$ cat config.mk
export PLATFORM = sky130hd
export DESIGN_NAME = epoch_seconds_to_calendar_unit
export DESIGN_NICKNAME = d
export VERILOG_FILES = /design/src/hdl/es2c_pkg.sv /design/src/hdl/es2c_datapath.sv /design/src/hdl/es2c_ctrl.sv /design/src/hdl/epoch_seconds_to_calendar_unit.sv
export SDC_FILE = /design/constraint.sdc
export NUM_CORES = 1
export LEC_CHECK = 0
export BUFFER_PORTS_ARGS = -buffer_cell sky130_fd_sc_hd__buf_2
export CORE_MARGIN = 10
export CORE_UTILIZATION = 60
export DETAILED_ROUTE_END_ITERATION = 7
export PLACE_DENSITY = 0.85
export SLEW_MARGIN = 20
export SYNTH_ARGS = -nofsm -noshare
export SYNTH_HDL_FRONTEND = slang
export SYNTH_SLANG_ARGS = --single-unit
$ cat constraint.sdc
create_clock -name clk_i -period 6.3 [get_ports clk_i]
set_clock_uncertainty 0.05 [all_clocks]
set_input_delay 0.63 -clock clk_i [delete_from_list [all_inputs] [get_ports clk_i]]
set_output_delay 0.63 -clock clk_i [all_outputs]
set_load 0.02 [all_outputs]
$ cat src/hdl/es2c_pkg.sv
package es2c_pkg;

  // Field widths
  localparam int unsigned EpochWidth  = 32;
  localparam int unsigned YearWidth   = 12;
  localparam int unsigned MonthWidth  = 4;
  localparam int unsigned DayWidth    = 5;
  localparam int unsigned HourWidth   = 5;
  localparam int unsigned MinuteWidth = 6;
  localparam int unsigned SecondWidth = 6;

  // Whole days since the epoch: 2^32 / 86400 < 2^16
  localparam int unsigned DayQuotBits = 16;

  localparam logic [EpochWidth-1:0] SecsPerDay  = 32'd86400;
  localparam logic [EpochWidth-1:0] SecsPerHour = 32'd3600;
  localparam logic [EpochWidth-1:0] SecsPerMin  = 32'd60;

  // Reciprocals for exact division by multiply and shift
  // days   = ((secs >> 7) * DayRecip)  >> 35, 86400 = 2^7 * 675, secs >> 7 below 2^25
  // hour   = ((sod  >> 4) * HourRecip) >> 21, 3600  = 2^4 * 225, sod >> 4 below 2^13
  // minute = ((soh  >> 2) * MinRecip)  >> 14, 60    = 2^2 * 15,  soh >> 2 below 2^10
  localparam logic [25:0] DayRecip  = 26'd50903317;  // ceil(2^35 / 675)
  localparam logic [13:0] HourRecip = 14'd9321;      // ceil(2^21 / 225)
  localparam logic [10:0] MinRecip  = 11'd1093;      // ceil(2^14 / 15)

  localparam logic [YearWidth-1:0] EpochYear = 12'd1970;
  localparam logic [6:0]           EpochMod100 = 7'd70;
  localparam logic [8:0]           EpochMod400 = 9'd370;
  localparam logic [6:0]           LastMod100  = 7'd99;
  localparam logic [8:0]           LastMod400  = 9'd399;
  localparam logic [MonthWidth-1:0] LastMonth  = 4'd11;

  localparam logic [8:0] DaysPerYear     = 9'd365;
  localparam logic [8:0] DaysPerLeapYear = 9'd366;

  // Datapath commands
  typedef enum logic [3:0] {
    CMD_NONE,
    CMD_LOAD,
    CMD_DAY_DIV,
    CMD_DAY_REM,
    CMD_HOUR_DIV,
    CMD_HOUR_REM,
    CMD_MIN_DIV,
    CMD_MIN_REM,
    CMD_SETUP_YEAR,
    CMD_YEAR_STEP,
    CMD_MONTH_STEP,
    CMD_PUBLISH
  } cmd_e;

  // Datapath status
  typedef struct packed {
    logic year_done;
    logic month_done;
  } status_t;

  // Controller states
  typedef enum logic [3:0] {
    ST_IDLE,
    ST_DAY_DIV,
    ST_DAY_REM,
    ST_HOUR_DIV,
    ST_HOUR_REM,
    ST_MIN_DIV,
    ST_MIN_REM,
    ST_YEAR_SET,
    ST_YEAR,
    ST_MONTH,
    ST_PUBLISH
  } state_e;

  // Days in a month, month counted from 0
  function automatic logic [DayWidth-1:0] month_len(input logic leap,
                                                    input logic [MonthWidth-1:0] mon);
    logic [DayWidth-1:0] len;
    case (mon)
      4'd1: begin
        len = leap ? 5'd29 : 5'd28;
      end
      4'd3, 4'd5, 4'd8, 4'd10: begin
        len = 5'd30;
      end
      default: begin
        len = 5'd31;
      end
    endcase
    return len;
  endfunction

endpackage

$ cat src/hdl/es2c_datapath.sv
module es2c_datapath (
  input  logic                                clk_i,
  input  es2c_pkg::cmd_e                      cmd_i,
  output es2c_pkg::status_t                   status_o,
  input  logic [es2c_pkg::EpochWidth-1:0]     epoch_seconds_i,
  output logic [es2c_pkg::YearWidth-1:0]      year_o,
  output logic [es2c_pkg::MonthWidth-1:0]     month_o,
  output logic [es2c_pkg::DayWidth-1:0]       day_of_month_o,
  output logic [es2c_pkg::HourWidth-1:0]      hour_o,
  output logic [es2c_pkg::MinuteWidth-1:0]    minute_o,
  output logic [es2c_pkg::SecondWidth-1:0]    second_o
);

  logic [es2c_pkg::EpochWidth-1:0]   rem_q;
  logic [es2c_pkg::DayQuotBits-1:0]  days_q;
  logic [es2c_pkg::HourWidth-1:0]    hour_q;
  logic [es2c_pkg::MinuteWidth-1:0]  minute_q;
  logic [es2c_pkg::YearWidth-1:0]    year_q;
  logic [6:0]                        mod100_q;
  logic [8:0]                        mod400_q;
  logic [es2c_pkg::MonthWidth-1:0]   mon_q;

  logic [50:0]                       day_prod;
  logic [25:0]                       hour_prod;
  logic [19:0]                       min_prod;
  logic [es2c_pkg::EpochWidth-1:0]   day_base;
  logic [es2c_pkg::EpochWidth-1:0]   hour_base;
  logic [es2c_pkg::EpochWidth-1:0]   min_base;
  logic                              leap;
  logic [8:0]                        year_len;
  logic [es2c_pkg::DayWidth-1:0]     mon_len;

  // Reciprocal products for the day, hour and minute quotients
  assign day_prod  = {26'd0, rem_q[31:7]} * {25'd0, es2c_pkg::DayRecip};
  assign hour_prod = {13'd0, rem_q[16:4]} * {12'd0, es2c_pkg::HourRecip};
  assign min_prod  = {10'd0, rem_q[11:2]} * {9'd0, es2c_pkg::MinRecip};

  // Seconds covered by each quotient, taken off the remainder
  assign day_base  = {16'd0, days_q} * es2c_pkg::SecsPerDay;
  assign hour_base = {27'd0, hour_q} * es2c_pkg::SecsPerHour;
  assign min_base  = {26'd0, minute_q} * es2c_pkg::SecsPerMin;

  // Leap rule from running year residues
  assign leap     = (mod400_q == '0) || ((mod100_q != '0) && (year_q[1:0] == 2'b00));
  assign year_len = leap ? es2c_pkg::DaysPerLeapYear : es2c_pkg::DaysPerYear;
  assign mon_len  = es2c_pkg::month_len(leap, mon_q);

  assign status_o.year_done  = (days_q < 16'(year_len));
  assign status_o.month_done = (mon_q == es2c_pkg::LastMonth) || (days_q < 16'(mon_len));

  // Working registers, advanced by the controller's command
  always_ff @(posedge clk_i) begin
    case (cmd_i)
      es2c_pkg::CMD_LOAD: begin
        rem_q <= epoch_seconds_i;
      end
      es2c_pkg::CMD_DAY_DIV: begin
        days_q <= day_prod[50:35];
      end
      es2c_pkg::CMD_DAY_REM: begin
        rem_q <= rem_q - day_base;
      end
      es2c_pkg::CMD_HOUR_DIV: begin
        hour_q <= hour_prod[25:21];
      end
      es2c_pkg::CMD_HOUR_REM: begin
        rem_q <= rem_q - hour_base;
      end
      es2c_pkg::CMD_MIN_DIV: begin
        minute_q <= min_prod[19:14];
      end
      es2c_pkg::CMD_MIN_REM: begin
        rem_q <= rem_q - min_base;
      end
      es2c_pkg::CMD_SETUP_YEAR: begin
        year_q   <= es2c_pkg::EpochYear;
        mod100_q <= es2c_pkg::EpochMod100;
        mod400_q <= es2c_pkg::EpochMod400;
        mon_q    <= '0;
      end
      es2c_pkg::CMD_YEAR_STEP: begin
        if (!status_o.year_done) begin
          days_q   <= days_q - 16'(year_len);
          year_q   <= year_q + 12'd1;
          mod100_q <= (mod100_q == es2c_pkg::LastMod100) ? '0 : mod100_q + 7'd1;
          mod400_q <= (mod400_q == es2c_pkg::LastMod400) ? '0 : mod400_q + 9'd1;
        end
      end
      es2c_pkg::CMD_MONTH_STEP: begin
        if (!status_o.month_done) begin
          days_q <= days_q - 16'(mon_len);
          mon_q  <= mon_q + 4'd1;
        end
      end
      default: begin
      end
    endcase
  end

  // Output register, loaded when the result is published
  always_ff @(posedge clk_i) begin
    if (cmd_i == es2c_pkg::CMD_PUBLISH) begin
      year_o         <= year_q;
      month_o        <= mon_q + 4'd1;
      day_of_month_o <= days_q[es2c_pkg::DayWidth-1:0] + 5'd1;
      hour_o         <= hour_q;
      minute_o       <= minute_q;
      second_o       <= rem_q[es2c_pkg::SecondWidth-1:0];
    end
  end

endmodule

$ cat src/hdl/es2c_ctrl.sv
module es2c_ctrl (
  input  logic              clk_i,
  input  logic              rst_ni,
  input  logic              in_valid_i,
  output logic              in_ready_o,
  output logic              out_valid_o,
  input  logic              out_ready_i,
  input  es2c_pkg::status_t status_i,
  output es2c_pkg::cmd_e    cmd_o
);

  es2c_pkg::state_e state_q, state_d;
  logic             out_valid_q, out_valid_d;

  // State and output-valid registers
  always_ff @(posedge clk_i or negedge rst_ni) begin
    if (!rst_ni) begin
      state_q     <= es2c_pkg::ST_IDLE;
      out_valid_q <= 1'b0;
    end else begin
      state_q     <= state_d;
      out_valid_q <= out_valid_d;
    end
  end

  assign in_ready_o  = (state_q == es2c_pkg::ST_IDLE);
  assign out_valid_o = out_valid_q;

  // Sequence the conversion phases
  always_comb begin
    state_d     = state_q;
    cmd_o       = es2c_pkg::CMD_NONE;
    out_valid_d = out_valid_q;
    if (out_valid_q && out_ready_i) begin
      out_valid_d = 1'b0;
    end
    case (state_q)
      es2c_pkg::ST_IDLE: begin
        if (in_valid_i) begin
          cmd_o   = es2c_pkg::CMD_LOAD;
          state_d = es2c_pkg::ST_DAY_DIV;
        end
      end
      es2c_pkg::ST_DAY_DIV: begin
        cmd_o   = es2c_pkg::CMD_DAY_DIV;
        state_d = es2c_pkg::ST_DAY_REM;
      end
      es2c_pkg::ST_DAY_REM: begin
        cmd_o   = es2c_pkg::CMD_DAY_REM;
        state_d = es2c_pkg::ST_HOUR_DIV;
      end
      es2c_pkg::ST_HOUR_DIV: begin
        cmd_o   = es2c_pkg::CMD_HOUR_DIV;
        state_d = es2c_pkg::ST_HOUR_REM;
      end
      es2c_pkg::ST_HOUR_REM: begin
        cmd_o   = es2c_pkg::CMD_HOUR_REM;
        state_d = es2c_pkg::ST_MIN_DIV;
      end
      es2c_pkg::ST_MIN_DIV: begin
        cmd_o   = es2c_pkg::CMD_MIN_DIV;
        state_d = es2c_pkg::ST_MIN_REM;
      end
      es2c_pkg::ST_MIN_REM: begin
        cmd_o   = es2c_pkg::CMD_MIN_REM;
        state_d = es2c_pkg::ST_YEAR_SET;
      end
      es2c_pkg::ST_YEAR_SET: begin
        cmd_o   = es2c_pkg::CMD_SETUP_YEAR;
        state_d = es2c_pkg::ST_YEAR;
      end
      es2c_pkg::ST_YEAR: begin
        cmd_o = es2c_pkg::CMD_YEAR_STEP;
        if (status_i.year_done) begin
          state_d = es2c_pkg::ST_MONTH;
        end
      end
      es2c_pkg::ST_MONTH: begin
        cmd_o = es2c_pkg::CMD_MONTH_STEP;
        if (status_i.month_done) begin
          state_d = es2c_pkg::ST_PUBLISH;
        end
      end
      es2c_pkg::ST_PUBLISH: begin
        // Hold until the output register is free
        if (!out_valid_q || out_ready_i) begin
          cmd_o       = es2c_pkg::CMD_PUBLISH;
          out_valid_d = 1'b1;
          state_d     = es2c_pkg::ST_IDLE;
        end
      end
      default: begin
        state_d = es2c_pkg::ST_IDLE;
      end
    endcase
  end

endmodule

$ cat src/hdl/epoch_seconds_to_calendar_unit.sv
// Sequence: after the input transfer, divide and remainder steps for day, hour and
// minute, then the one-year-per-cycle year loop, the month loop and publishing.
// Throughput: one item at a time; the next input is taken once the result sits in the
// output register, which holds it until its transfer.
// Reset: rst_ni is asynchronous, active low; it clears the controller state and output
// valid. Payload registers are not reset.
module epoch_seconds_to_calendar_unit (
  input  logic                                clk_i,
  input  logic                                rst_ni,
  input  logic                                in_valid_i,
  output logic                                in_ready_o,
  input  logic [es2c_pkg::EpochWidth-1:0]     epoch_seconds_i,
  output logic                                out_valid_o,
  input  logic                                out_ready_i,
  output logic [es2c_pkg::YearWidth-1:0]      year_o,
  output logic [es2c_pkg::MonthWidth-1:0]     month_o,
  output logic [es2c_pkg::DayWidth-1:0]       day_of_month_o,
  output logic [es2c_pkg::HourWidth-1:0]      hour_o,
  output logic [es2c_pkg::MinuteWidth-1:0]    minute_o,
  output logic [es2c_pkg::SecondWidth-1:0]    second_o
);

  es2c_pkg::cmd_e    cmd;
  es2c_pkg::status_t status;

  es2c_ctrl u_ctrl (
    .clk_i       (clk_i),
    .rst_ni      (rst_ni),
    .in_valid_i  (in_valid_i),
    .in_ready_o  (in_ready_o),
    .out_valid_o (out_valid_o),
    .out_ready_i (out_ready_i),
    .status_i    (status),
    .cmd_o       (cmd)
  );

  es2c_datapath u_datapath (
    .clk_i           (clk_i),
    .cmd_i           (cmd),
    .status_o        (status),
    .epoch_seconds_i (epoch_seconds_i),
    .year_o          (year_o),
    .month_o         (month_o),
    .day_of_month_o  (day_of_month_o),
    .hour_o          (hour_o),
    .minute_o        (minute_o),
    .second_o        (second_o)
  );

  // One item in flight: no new transfer right after one is taken
  assert property (@(posedge clk_i) disable iff (!rst_ni)
    (in_valid_i && in_ready_o) |=> !in_ready_o)
    else $error("input taken while a conversion is in progress");

  // Published date fields stay in calendar range
  assert property (@(posedge clk_i) disable iff (!rst_ni)
    out_valid_o |-> (month_o >= 4'd1) && (month_o <= 4'd12) && (day_of_month_o != 5'd0))
    else $error("month or day out of range");

  assert property (@(posedge clk_i) disable iff (!rst_ni)
    out_valid_o |-> (year_o >= 12'd1970) && (year_o <= 12'd2106) &&
                    (hour_o <= 5'd23) && (minute_o <= 6'd59) && (second_o <= 6'd59))
    else $error("year or time of day out of range");

endmodule
==> metrics.txt <==
max incr delay on CP 600 ps; CP endpoint kind flop; dominant cells by area after synthesis ha_1, fa_1, edfxtp_1, inv_1, xnor2_1; HP Start u_datapath.rem_q[1]; DRT iter0 DRCs 2,374; Buf/Inv on CP 5; Stages on worst setup path 20; H-tree depth 4; WP data required between 6000 and 7000 ps; failing checks negative setup slack; initial antenna violation count 2; Initial Utilization 60.9%; RSZ-0062 raised after global routing yes; Filler cells 2,678; register-to-register setup slack -190 ps; dominant synthesized flop cell edfxtp_1; Synth Area per Inst 9.86 sq um; slowest stage cell on the critical path fa_1; first-pass GRT wire length approximately 110 mm; ys async rst share 3.73%; Post-Syn Area 0.0250 sq mm; # setup viols final 10; placed inst area 0.0276 sq mm; post-synth top area cell ha_1; share of layout cells above drive strength 1 19.4%; DIE HEIGHT between 200 and 250 microns; # clock sinks 134; P&R area growth vs syn 18.2%; pin count of the biggest net entering global routing 39; total CTS buffers 17; Die X-Extent around 220 microns; num ports 76; Startpoint Class flop; Final #Nets ~3,700; Final period util 103%; TritonRoute pass-1 iters 6; Die ar. between 0.05 and 0.06 sq mm; pin slew with the least headroom to its limit between 1000 and 1500 ps; pre-CTS setup slack -412 ps; Pins Over Slew Limit 0; Residual DRC 0; R2R cell count 20; Fmax roughly 150 MHz; Core Box Area roughly 0.04 sq mm; GRT overflow 0; Synth Register Bits 134; WS Path Type reg -> reg; Max FO, Critical Path 4; Port Buffer Count 75; number of flops mapped to enable cells by yosys between 100 and 150; drt wl/cell between 20 and 25 microns; CP startpoint u_datapath.rem_q[26]; largest delay contributor family on the critical path adder cells; critical path cell sequence buf_6, fa_2, fa_1, fa_1, fa_1, inv_1, fa_1, fa_1, inv_2, ha_4, a21o_1, or4_4, nor3_4, o221ai_2, buf_6, and2_4, a211o_1, buf_4, xnor2_2, o221ai_1; top-area cell type share of the netlist area 29.7%; slew margin rel. a little under a quarter; vias in the first global route 21,200; cell count after synthesis around 2,500; Clock Tree Root clkbuf_16; Tot GR Track Use between 20 and 30%; final worst slack -192 ps; syn nets 3,428; library cells used by synthesis 84; Design Area, Final 0.0295 sq mm; DP Wirelength 59.0 mm; Yosys warning count 0; WP data arrival 6640 ps; final hold slack 386 ps; Via density roughly 6; part of the Yosys area used for sequential elements 16.0%; outcome finished with violations; min-delay worst type reg -> reg; worst skew pair latency 470 ps; synth cell count leaders ha_1, inv_1, fa_1; Most common cell on crit path fa_1; Antenna Nets Post-Route 0; Via Count 20,700; clk slew on worst S/H paths 80 ps; Layout Cells excl Fill approximately 3,400; final hold vios 0; r2r startpoint u_datapath.rem_q[26]; Worst R2R End u_datapath.days_q[12]; final wirelength 73.9 mm; clock buffer depth 2; min cycle time layout 6490 ps; Final Wtd Congestion 1.04; most frequent cell after synthesis ha_1; MaxCap Viol Count 0; num rows between 70 and 80; CP endpoint u_datapath.days_q[12]; Inst Count DP 3,322; TritonCTS clock tree done
==> cells by family after synthesis <==
group,Yosys count,synth area share [%]
adder cells (fa/ha/maj),857,50.8
buffers and inverters,566,8.55
AO/OA/AOI/OAI,437,11.8
AND/OR/NAND/NOR,402,7.92
XOR/XNOR,134,4.70
flip-flops,134,16.0
multiplexers,5,0.200
==> state kept, by name (all words and copies together), names as in the netlist <==
name and flops:
u_datapath.month_o 4, u_datapath.day_of_month_o 5, u_datapath.mon_q 4, u_datapath.year_o 12, u_datapath.year_q 12, u_datapath.second_o 6, u_datapath.minute_q 6, u_ctrl.state_q 4
u_datapath.rem_q 32, u_datapath.days_q 16, u_datapath.hour_q 5, u_datapath.mod100_q 7, u_datapath.mod400_q 9, u_datapath.minute_o 6, u_datapath.hour_o 5, u_ctrl.out_valid_o 1
==> worst min path at each step <==
stage / end / slack [ps] / depth (start not counted)
finish: u_datapath.second_o[1] / 390 / 0
CTS: u_datapath.second_o[1] / 390 / 0
detailed placement: u_datapath.second_o[0] / 360 / 0
floorplan: u_ctrl.out_valid_o / 280 / 0
global placement: u_datapath.second_o[1] / 360 / 0
global route: u_datapath.second_o[1] / 380 / 0
==> cells in the final DEF, fill, tap and decap left out, types with 19 or more instances in the layout <==
| master | n |
|---|---|
| edfxtp_1 | 129 |
| xnor2_1 | 78 |
| ha_1 | 536 |
| o21ai_0 | 69 |
| nand2b_1 | 25 |
| nor2_1 | 91 |
| and3_1 | 23 |
| a21o_1 | 46 |
| ha_4 | 38 |
| ha_2 | 19 |
| buf_4 | 234 |
| a21oi_1 | 90 |
| inv_2 | 22 |
| buf_2 | 75 |
| nand2_1 | 98 |
| fa_2 | 24 |
| nand3_1 | 37 |
| xor2_1 | 46 |
| inv_1 | 514 |
| fa_1 | 240 |
| nor3_1 | 32 |
==> what timing repair did <==
item,in CTS,in global routing
hold endpoints to repair,5,0
gates cloned,0,0
resized for setup,41,157
pin swaps,46,121
hold buffers,1,0
buffers inserted,12,29
endpoints found under the setup margin,21,24
==> area by class of cell <==
class,count,area [sq um],area share [%]
Clock inverter,15,204,0.690
Multi-Input combinational cell,1835,19900,67.4
Sequential cell,134,4000,13.5
Timing Repair Buffer,324,2320,7.84
Antenna cell,1,2.50,0.00847
Clock buffer,17,425,1.44
Inverter,536,2010,6.81
Tap cell,532,666,2.25
==> through the flow <==
stage / utilization [%] / setup TNS (ps)
finish: 72.0 / -949
global route: 72.0 / -3110
CTS: 69.6 / -1660
detailed placement: 67.4 / -4280
global placement: 67.4 / -3820
floorplan: - / 0
==> worst register-to-register path, cell delays in order (launching register included) <==
cell      delay (ps)
edfxtp_1         490
buf_6            180
fa_2             400
fa_1             600
fa_1             460
fa_1             560
inv_1             50
fa_1             490
fa_1             570
inv_2             50
ha_4             210
a21o_1           180
or4_4            440
nor3_4           240
o221ai_2         130
buf_6            150
and2_4           180
a211o_1          330
buf_4            160
xnor2_2          170
o221ai_1         120
==> metal layers <==
metal / vias up / wire length, microns / global-route usage [%]
li1: 9261 / - / -
met1: 10100 / 28200 / 35.0
met2: 1020 / 35600 / 48.7
met3: 267 / 6600 / 5.46
met4: 4 / 3510 / 12.1
met5: - / 27 / 0
Power is left out: the tool's default activity adds up to more than one toggle a clock period on the data nets, which glitch-free logic cannot reach.
